===== src/rtl/core/ecgd_pkg.sv =====
package ecgd_pkg;

    localparam logic [7:0] HEADER_BYTE  = 8'hAA;
    localparam logic [7:0] TRAILER_BYTE = 8'hEF;

    // Result kinds as they appear on result_kind.
    localparam logic [1:0] KIND_SAMPLE  = 2'd0;
    localparam logic [1:0] KIND_COMMIT  = 2'd1;
    localparam logic [1:0] KIND_DISCARD = 2'd2;

    typedef struct packed {
        logic [1:0]  kind;
        logic [15:0] value;
        logic [7:0]  index;
        logic [7:0]  count;
    } result_t;

endpackage


===== src/rtl/core/ecgd_in_stage.sv =====
module ecgd_in_stage
(
    input  logic       clk,
    input  logic       rst_n,
    input  logic       in_valid,
    output logic       in_ready,
    input  logic [7:0] rx_byte,
    output logic       byte_valid,
    output logic [7:0] byte_data,
    input  logic       byte_take
);

    logic       valid_reg;
    logic       valid_next;
    logic [7:0] data_reg;

    // The register refills in the same cycle that the parser drains it.
    assign in_ready   = !valid_reg || byte_take;
    assign valid_next = (in_valid && in_ready) || (valid_reg && !byte_take);

    always_ff @(posedge clk or negedge rst_n)
    begin
        if (!rst_n)
        begin
            valid_reg <= 1'b0;
        end
        else
        begin
            valid_reg <= valid_next;
        end
    end

    always_ff @(posedge clk)
    begin
        if (in_valid && in_ready)
        begin
            data_reg <= rx_byte;
        end
    end

    assign byte_valid = valid_reg;
    assign byte_data  = data_reg;

endmodule


===== src/rtl/core/ecgd_parser.sv =====
module ecgd_parser
    import ecgd_pkg::*;
(
    input  logic       clk,
    input  logic       rst_n,
    input  logic       byte_valid,
    input  logic [7:0] byte_data,
    input  logic       res_ready,
    output logic       byte_take,
    output logic       res_valid,
    output result_t    res
);

    typedef enum logic [2:0] {
        PH_IDLE   = 3'd0,
        PH_LENGTH = 3'd1,
        PH_HIGH   = 3'd2,
        PH_LOW    = 3'd3,
        PH_END    = 3'd4
    } phase_t;

    phase_t     phase_reg;
    phase_t     phase_next;
    logic [7:0] length_reg;
    logic [7:0] length_next;
    logic [7:0] seen_reg;
    logic [7:0] seen_next;
    logic [7:0] high_reg;
    logic [7:0] high_next;
    logic       emit;

    assign byte_take = byte_valid && res_ready;

    always_comb
    begin
        phase_next  = phase_reg;
        length_next = length_reg;
        seen_next   = seen_reg;
        high_next   = high_reg;
        emit        = 1'b0;
        res         = '0;
        unique case (phase_reg)
            PH_LENGTH:
            begin
                length_next = byte_data;
                seen_next   = 8'd0;
                phase_next  = PH_HIGH;
            end
            PH_HIGH:
            begin
                high_next  = byte_data;
                phase_next = PH_LOW;
            end
            PH_LOW:
            begin
                // A zero length ends the frame after one sample, like a length of one.
                seen_next  = seen_reg + 8'd1;
                phase_next = (seen_next >= length_reg) ? PH_END : PH_HIGH;
                emit       = 1'b1;
                res.kind   = KIND_SAMPLE;
                res.value  = {high_reg, byte_data};
                res.index  = seen_reg;
            end
            PH_END:
            begin
                // The trailer slot is never taken as a new header.
                phase_next = PH_IDLE;
                emit       = 1'b1;
                res.kind   = (byte_data == TRAILER_BYTE) ? KIND_COMMIT : KIND_DISCARD;
                res.count  = seen_reg;
            end
            default:
            begin
                phase_next = (byte_data == HEADER_BYTE) ? PH_LENGTH : PH_IDLE;
            end
        endcase
    end

    assign res_valid = byte_take && emit;

    always_ff @(posedge clk or negedge rst_n)
    begin
        if (!rst_n)
        begin
            phase_reg  <= PH_IDLE;
            length_reg <= 8'd0;
            seen_reg   <= 8'd0;
            high_reg   <= 8'd0;
        end
        else if (byte_take)
        begin
            phase_reg  <= phase_next;
            length_reg <= length_next;
            seen_reg   <= seen_next;
            high_reg   <= high_next;
        end
    end

endmodule


===== src/rtl/core/ecgd_out_stage.sv =====
module ecgd_out_stage
    import ecgd_pkg::*;
(
    input  logic    clk,
    input  logic    rst_n,
    input  logic    res_valid,
    input  result_t res,
    output logic    res_ready,
    output logic    out_valid,
    input  logic    out_ready,
    output result_t out_res
);

    logic    valid_reg;
    logic    valid_next;
    result_t res_reg;

    assign res_ready  = !valid_reg || out_ready;
    assign valid_next = res_valid || (valid_reg && !out_ready);

    always_ff @(posedge clk or negedge rst_n)
    begin
        if (!rst_n)
        begin
            valid_reg <= 1'b0;
        end
        else if (res_ready)
        begin
            valid_reg <= valid_next;
        end
    end

    always_ff @(posedge clk)
    begin
        if (res_valid)
        begin
            res_reg <= res;
        end
    end

    assign out_valid = valid_reg;
    assign out_res   = res_reg;

endmodule


===== src/rtl/core/ecg_frame_deframer.sv =====
// ECG frame deframer. Each input beat carries one received serial byte. The
// block looks for the header byte 0xAA, takes the next byte as the sample
// count, then assembles big-endian 16-bit samples (high byte first) until that
// count is reached; a count of zero still reads one sample. Every finished
// sample leaves at once as a provisional result (result_kind 0) with its index
// in the frame. The byte after the last sample is the trailer slot: 0xEF gives
// a commit result (kind 1), any other byte a discard result (kind 2), both with
// the number of samples in frame_count, and the downstream side keeps or drops
// the provisional samples accordingly. Bytes outside a frame that are not a
// header are dropped, and a header byte inside a frame is plain data. The
// block takes one byte per clock cycle when the output side keeps up: a byte
// passes from the input register through the parser's next-state logic into
// the result register, and the only stall comes from a full result register
// that is not being taken.
module ecg_frame_deframer
    import ecgd_pkg::*;
(
    input  logic        clk,
    input  logic        rst_n,
    input  logic        in_valid,
    output logic        in_ready,
    input  logic [7:0]  rx_byte,
    output logic        out_valid,
    input  logic        out_ready,
    output logic [1:0]  result_kind,
    output logic [15:0] sample_value,
    output logic [7:0]  sample_index,
    output logic [7:0]  frame_count
);

    logic    byte_valid;
    logic [7:0] byte_data;
    logic    byte_take;
    logic    res_valid;
    logic    res_ready;
    result_t res;
    result_t out_res;

    ecgd_in_stage u_in_stage (
        .clk        (clk),
        .rst_n      (rst_n),
        .in_valid   (in_valid),
        .in_ready   (in_ready),
        .rx_byte    (rx_byte),
        .byte_valid (byte_valid),
        .byte_data  (byte_data),
        .byte_take  (byte_take)
    );

    ecgd_parser u_parser (
        .clk        (clk),
        .rst_n      (rst_n),
        .byte_valid (byte_valid),
        .byte_data  (byte_data),
        .res_ready  (res_ready),
        .byte_take  (byte_take),
        .res_valid  (res_valid),
        .res        (res)
    );

    ecgd_out_stage u_out_stage (
        .clk       (clk),
        .rst_n     (rst_n),
        .res_valid (res_valid),
        .res       (res),
        .res_ready (res_ready),
        .out_valid (out_valid),
        .out_ready (out_ready),
        .out_res   (out_res)
    );

    assign result_kind  = out_res.kind;
    assign sample_value = out_res.value;
    assign sample_index = out_res.index;
    assign frame_count  = out_res.count;

    // A sample result never carries a count.
    assert property (@(posedge clk) disable iff (!rst_n)
        out_valid && result_kind == KIND_SAMPLE |-> frame_count == 8'd0)
        else $error("sample beat with nonzero frame_count");

    // End results carry neither a sample value nor an index.
    assert property (@(posedge clk) disable iff (!rst_n)
        out_valid && (result_kind == KIND_COMMIT || result_kind == KIND_DISCARD)
        |-> sample_value == 16'd0 && sample_index == 8'd0)
        else $error("end beat with sample payload");

    // The parser only produces a result when it also consumes a byte.
    assert property (@(posedge clk) disable iff (!rst_n)
        res_valid |-> byte_take && byte_valid)
        else $error("result without a consumed byte");

    // An empty input register always accepts a beat.
    assert property (@(posedge clk) disable iff (!rst_n)
        !byte_valid |-> in_ready)
        else $error("input stalled while input register is empty");

endmodule

===== config.mk =====
export PLATFORM = sky130hd
export DESIGN_NAME = ecg_frame_deframer
export DESIGN_NICKNAME = d
export VERILOG_FILES = /design/src/rtl/core/ecgd_pkg.sv /design/src/rtl/core/ecgd_in_stage.sv /design/src/rtl/core/ecgd_parser.sv /design/src/rtl/core/ecgd_out_stage.sv /design/src/rtl/core/ecg_frame_deframer.sv
export SDC_FILE = /design/constraint.sdc
export NUM_CORES = 1
export LEC_CHECK = 0
export BUFFER_PORTS_ARGS = -buffer_cell sky130_fd_sc_hd__buf_4
export CORE_UTILIZATION = 45
export DETAILED_ROUTE_END_ITERATION = 10
export PLACE_DENSITY = 0.68
export SLEW_MARGIN = 10
export SYNTH_ARGS = -nofsm -noshare
export SYNTH_HDL_FRONTEND = slang
export SYNTH_SLANG_ARGS = --single-unit

===== constraint.sdc =====
create_clock -name clk -period 2.8 [get_ports clk]
set_input_delay 0.14 -clock clk [delete_from_list [all_inputs] [get_ports clk]]
set_output_delay 0.14 -clock clk [all_outputs]
set_load 0.005 [all_outputs]

# Word level (Yosys, flattened, before mapping)
# Cells that the tools add are included.
[word_totals]
wordCells = 43
in_bits = 12
out_inout_bits = 36
reg_bits = 71
[op_classes]
n_addsub = 1
mux = 6
n_reduce_logical = 18
order_cmp = 1
n_eq_ne = 6
[ops]
columns = ["operator", "n"]
rows = [
  ["== test 8 bit, second input constant", 2],
  ["one-hot mux 8 bit (2 select lines)", 1],
  ["one-hot mux 3 bit (4 select lines)", 1],
  ["adder 8 x 1 -> 8 bit, second input constant", 1],
  ["greater-or-equal comparator 8 bit", 1],
  ["== test 3 x 2 -> 1 bit, second input constant", 2],
  ["AND reduction 2 bit", 3],
  ["logical AND 1 bit", 5],
  ["logical NOT 1 bit", 4],
  ["logical OR 1 bit", 4],
  ["== test 3 x 1 -> 1 bit, second input constant", 1],
  ["== test 3 bit, second input constant", 1],
  ["2-to-1 mux 3 bit", 1],
  ["2-to-1 mux 1 bit", 2],
  ["2-to-1 mux 2 bit", 1],
  ["nonzero test 2 bit", 1],
  ["OR reduction 2 bit", 1],
]

# Longest topological paths before layout
[depth]
ltp_word = 6
mapped_depth = 9
depth_no_buf = 9

# By module
# A second synthesis with hierarchy kept.
[unflattened]
cells_unflattened = 209
hier_area_um2 = 3011.6
[by_module_without_submodules]
columns = ["mod", "instances", "area_each_um2", "cells_per_inst", "seq_area_each_um2"]
rows = [
  ["ecgd_parser", 1, 1649.1, 160, 675.6],
  ["ecgd_out_stage", 1, 1068.5, 37, 1046.0],
  ["ecgd_in_stage", 1, 294.0, 12, 265.3],
]

# Worst setup path before layout
# No wires, ideal clock.
[synth_path]
path_kind = "register -> register"
startpoint = "reg u_parser.phase_reg[2]"
endpoint = "reg u_out_stage.res_reg, in the netlist u_out_stage.out_res[0] (enable)"
arrival_ns = 2.343
period_less_slack_ns = 2.768
n_path_buf = 1
slack_ns = 0.032
setup_ns = 0.425
required_time_ns = 2.375
stages_incl_launch_ff = 6
path_cell_list = "dfrtp_1 > buf_4 > clkinv_2 > nor3_1 > nor2_1 > nor2_1"
[synth_between]
elab_chain_len = 4
elab_cells_between_ends = 5
cone_classes = "eq/ne (2); mux (1); reduce/logical (2)"
[synth_lines]
columns = ["element", "line", "source"]
rows = [
  ["from (decl)", "ecgd_parser.sv:22", "phase_t phase_reg;"],
  ["from (signal assigned)", "ecgd_parser.sv:92", "phase_reg <= phase_next;"],
  ["== test 3 x 2 -> 1 bit / == test 3 bit (equally long branches)", "ecgd_parser.sv:42", "unique case (phase_reg)"],
  ["OR reduction 2 bit (no line) (*)", "--", ""],
  ["2-to-1 mux 1 bit (*)", "ecgd_parser.sv:42", ""],
  ["logical AND 1 bit (*)", "ecgd_parser.sv:79", "assign res_valid = byte_take && emit;"],
  ["net res_valid", "ecg_frame_deframer.sv:34", "logic res_valid;"],
  ["to (signal assigned)", "ecgd_out_stage.sv:37", "res_reg <= res;"],
  ["to (decl)", "ecgd_out_stage.sv:16", "result_t res_reg;"],
]
# Mark *: on every way through the listed nets, which the timed path passes. The rest lies on a longest branch.
# A chain may end at the register's enable or synchronous reset.

# Worst setup path in the final report
[layout_path]
startpoint = "reg u_parser.seen_reg[0]"
endpoint = "reg u_parser.phase_reg[2]"
[layout_between]
elab_chain_len = 4
[layout_lines]
columns = ["element", "line", "source"]
rows = [
  ["from (decl)", "ecgd_parser.sv:26", "logic [7:0] seen_reg;"],
  ["from (signal assigned)", "ecgd_parser.sv:94", "seen_reg <= seen_next;"],
  ["adder 8 x 1 -> 8 bit", "ecgd_parser.sv:57", "seen_next = seen_reg + 8'd1;"],
  ["greater-or-equal comparator 8 bit", "ecgd_parser.sv:58", "phase_next = (seen_next >= length_reg) ? PH_END : PH_HIGH;"],
  ["2-to-1 mux 3 bit", "ecgd_parser.sv:58", ""],
  ["one-hot mux 3 bit (4 select lines)", "ecgd_parser.sv:42", ""],
]
# Every way passes these cells.

==> flow_summary.toml <==
[setup_path]
slowest_delay_ns = 0.48
crit_top_cell = "ha_1"
critPathMaxFanout = 7
cp-start-kind = "register"
required_ns = 3.08
crit_slowest_cell = "dfrtp_1"
crit_type = "reg -> reg"
cp.arrival_ns = 2.51
path_cells = "ha_1, nand3_1, nor2_1, xor2_1, ha_1, nand2_1, or3_1, o221ai_1, a22o_2"
cp-end-kind = "register"

[power_and_ir_drop]
p_leak_nw = 1.56
switching_share_pct = 30.9
switchingPower_w = 0.00115
p_per_area_nw_per_um2 = 997
power_w = 0.00371
p_comb_share_pct = 32.4
p_int_w = 0.00256
pwr-share-seq_pct = 47.2
ir_drop_v = 0.000505
p_clk_share_pct = 20.5

[cts]
clock-sinks = 71
root_buffer = "clkbuf_8"
clockBufferDepth = 2
tritoncts = "built"
cts_buffers = 9
clk_pin_slew_ns = 0.07
cts_setup_buffers = 0
insertion_delay_ns = 0.34
h-tree-depth = 3

[drt]
drc = 10
wl_met1_um = 2310
highest_layer = "met4"
vias = 1818
wl_per_cell_um = 14.9
dr.pass1.iters = 7
routed_wl_um = 5280
wl_met3_um = 242
drt-vias-per-instance = 5.14
wl_met2_um = 2600
drt-initial-drc-count = 64
ant_nets = 0

[logic_synthesis]
async_flop_share_pct = 40.8
yosys.cell_types.count = 39
synth-seq-cells = 71
yosys_warnings = 0
synth_edf_count = 42
synth_nets = 232
syn_inst = 211
synthFlopType = "edfxtp_1"
ys_seq_area_share_pct = 65.3
avgSynthCellArea_sq_um = 14.4
synth_area_sq_um = 3040

[run]
maxCapViolCount = 0

[floorplanning]
die_x_um = 84.2
die_area_sq_um = 7090
die_h_um = 84.2
io_pins = 48
row_count = 29
start_util_pct = 47.4
core_area_sq_um = 6420

[status]
status = "complete, but fails checks"
violations = "design-rule violations"

[layout]
largest_reg_flops = 34
n_fill_cell = 558
layout_commonest_cell = "buf_4"
area_growth_syn_to_layout_pct = 22.3
layout_common_cells = "buf_4 (48), edfxtp_1 (42), dfrtp_1 (29)"
layout.nets = 294
final_layout_size_suffix_gt1_share_pct = 35.7
diodes = 0

[timing]
max_freq_mhz = 448
maxSlewViolCount = 0
skew_ns = 0.00845
setup_viol = 0
fin_crit_ns = 2.23
rsz0062_at_grt = "no"
setup_tns_ns = 0
fin_crit_sh_pct = 79.8
max_slew_margin_pct = 70.3
worstMarginPinSlew_ns = 0.445
final_hold_viol_count = 0

[global_route]
antenna_found_initial = 0
grt_pass1_vias = 1797
grt.overflow.total = 0
track_usage_pct = 16.3
grt_max_degree = 35
grt_pass1_wl_um = 8580

[place]
place_congestion = 0.759
io_buffer_count = 47
dp_hpwl_um = 3560

[min_path]
hold_path_class = "in -> reg"
[per-stage QoR]
stage | std cells | setup WS (ns) | utilization [%] | cell area (sq um) | hold slack [ns]
global route | 354 | 0.386 | 58.0 | 3720 | 0.000974
CTS | 354 | 0.560 | 58.0 | 3720 | 0.00559
global placement | 330 | 0.726 | 53.8 | 3450 | 0.0948
floorplan | 211 | 0.0324 | - | 3040 | -0.156
detailed placement | 330 | 0.596 | 53.8 | 3450 | 0.0943
finish | 354 | 0.566 | 58.0 | 3720 | 0.0138
[critical path, delay by kind of cell, from the launching register on]
kind / cells / cell delay, ns
AO/OA/AOI/OAI: 2 / 0.44
XOR/XNOR: 1 / 0.10
adder cells (fa/ha/maj): 2 / 0.51
flip-flops: 1 / 0.48
AND/OR/NAND/NOR: 4 / 0.65
[power by group through the flow]
stage | registers [W] | logic [W] | clock network (W)
after CTS | 0.00175 | 0.00122 | 0.000776
after global routing | 0.00179 | 0.00134 | 0.000819
after floorplan | 0.00172 | 0.000829 | 0
after detailed placement | 0.00177 | 0.00121 | 0
final | 0.00175 | 0.00120 | 0.000760
after global placement | 0.00175 | 0.00117 | 0
[worst paths after layout]
check | start | endpoint | slack, ns | depth (start not counted)
max in group asynchronous | rst_n | u_parser.high_reg[2] | 2.25 | 2
worst max-delay path | u_parser.seen_reg[0] | u_parser.phase_reg[2] | 0.57 | 9
worst max register to register | u_parser.seen_reg[0] | u_parser.phase_reg[2] | 0.57 | 9
min in group asynchronous | rst_n | u_parser.high_reg[7] | 0.26 | 2
worst min-delay path | in_valid | u_in_stage.byte_valid | 0.01 | 2
worst min register to register | u_parser.high_reg[3] | u_parser.high_reg[3] | 0.50 | 1
[cell usage after synthesis, types with 4 or more instances]
| master | n | area [sq um] |
|---|---|---|
| ha_1 | 9 | 113 |
| inv_1 | 9 | 33.8 |
| nand3_1 | 4 | 20.0 |
| dfrtp_1 | 29 | 726 |
| and2_1 | 22 | 138 |
| and3_1 | 6 | 37.5 |
| nor2_1 | 13 | 48.8 |
| mux2_2 | 17 | 191 |
| edfxtp_1 | 42 | 1260 |
| a22o_2 | 7 | 70.1 |
| nand2_1 | 6 | 22.5 |
[kinds of logic (layout without fill, tap and decap cells)]
kind of cell             Yosys count  in the layout  synth area share [%]
AND/OR/NAND/NOR                   73             73                  15.2
flip-flops                        71             71                  65.3
AO/OA/AOI/OAI                     19             19                  4.93
multiplexers                      17             17                  6.29
buffers and inverters             16             82                  2.88
adder cells (fa/ha/maj)            9              9                  3.70
XOR/XNOR                           6              6                  1.73
[layout make-up]
type | instances | area [sq um] | area share [%]
Inverter | 10 | 38.8 | 1.04
Clock inverter | 4 | 47.5 | 1.28
Sequential cell | 71 | 1990 | 53.4
Multi-Input combinational cell | 124 | 971 | 26.1
Clock buffer | 11 | 131 | 3.53
Tap cell | 77 | 96.3 | 2.59
Timing Repair Buffer | 57 | 450 | 12.1
[metal layers]
metal,global-route usage [%],vias up
met3,4.82,11
met5,0,-
li1,-,884
met2,26.5,43
met1,20.2,880
met4,7.52,0
[repair_timing]
action                    CTS  global route
gates resized for setup     0             0
hold endpoints to repair   37             0
hold buffers                9             0
Power figures use the tool's default switching activity.
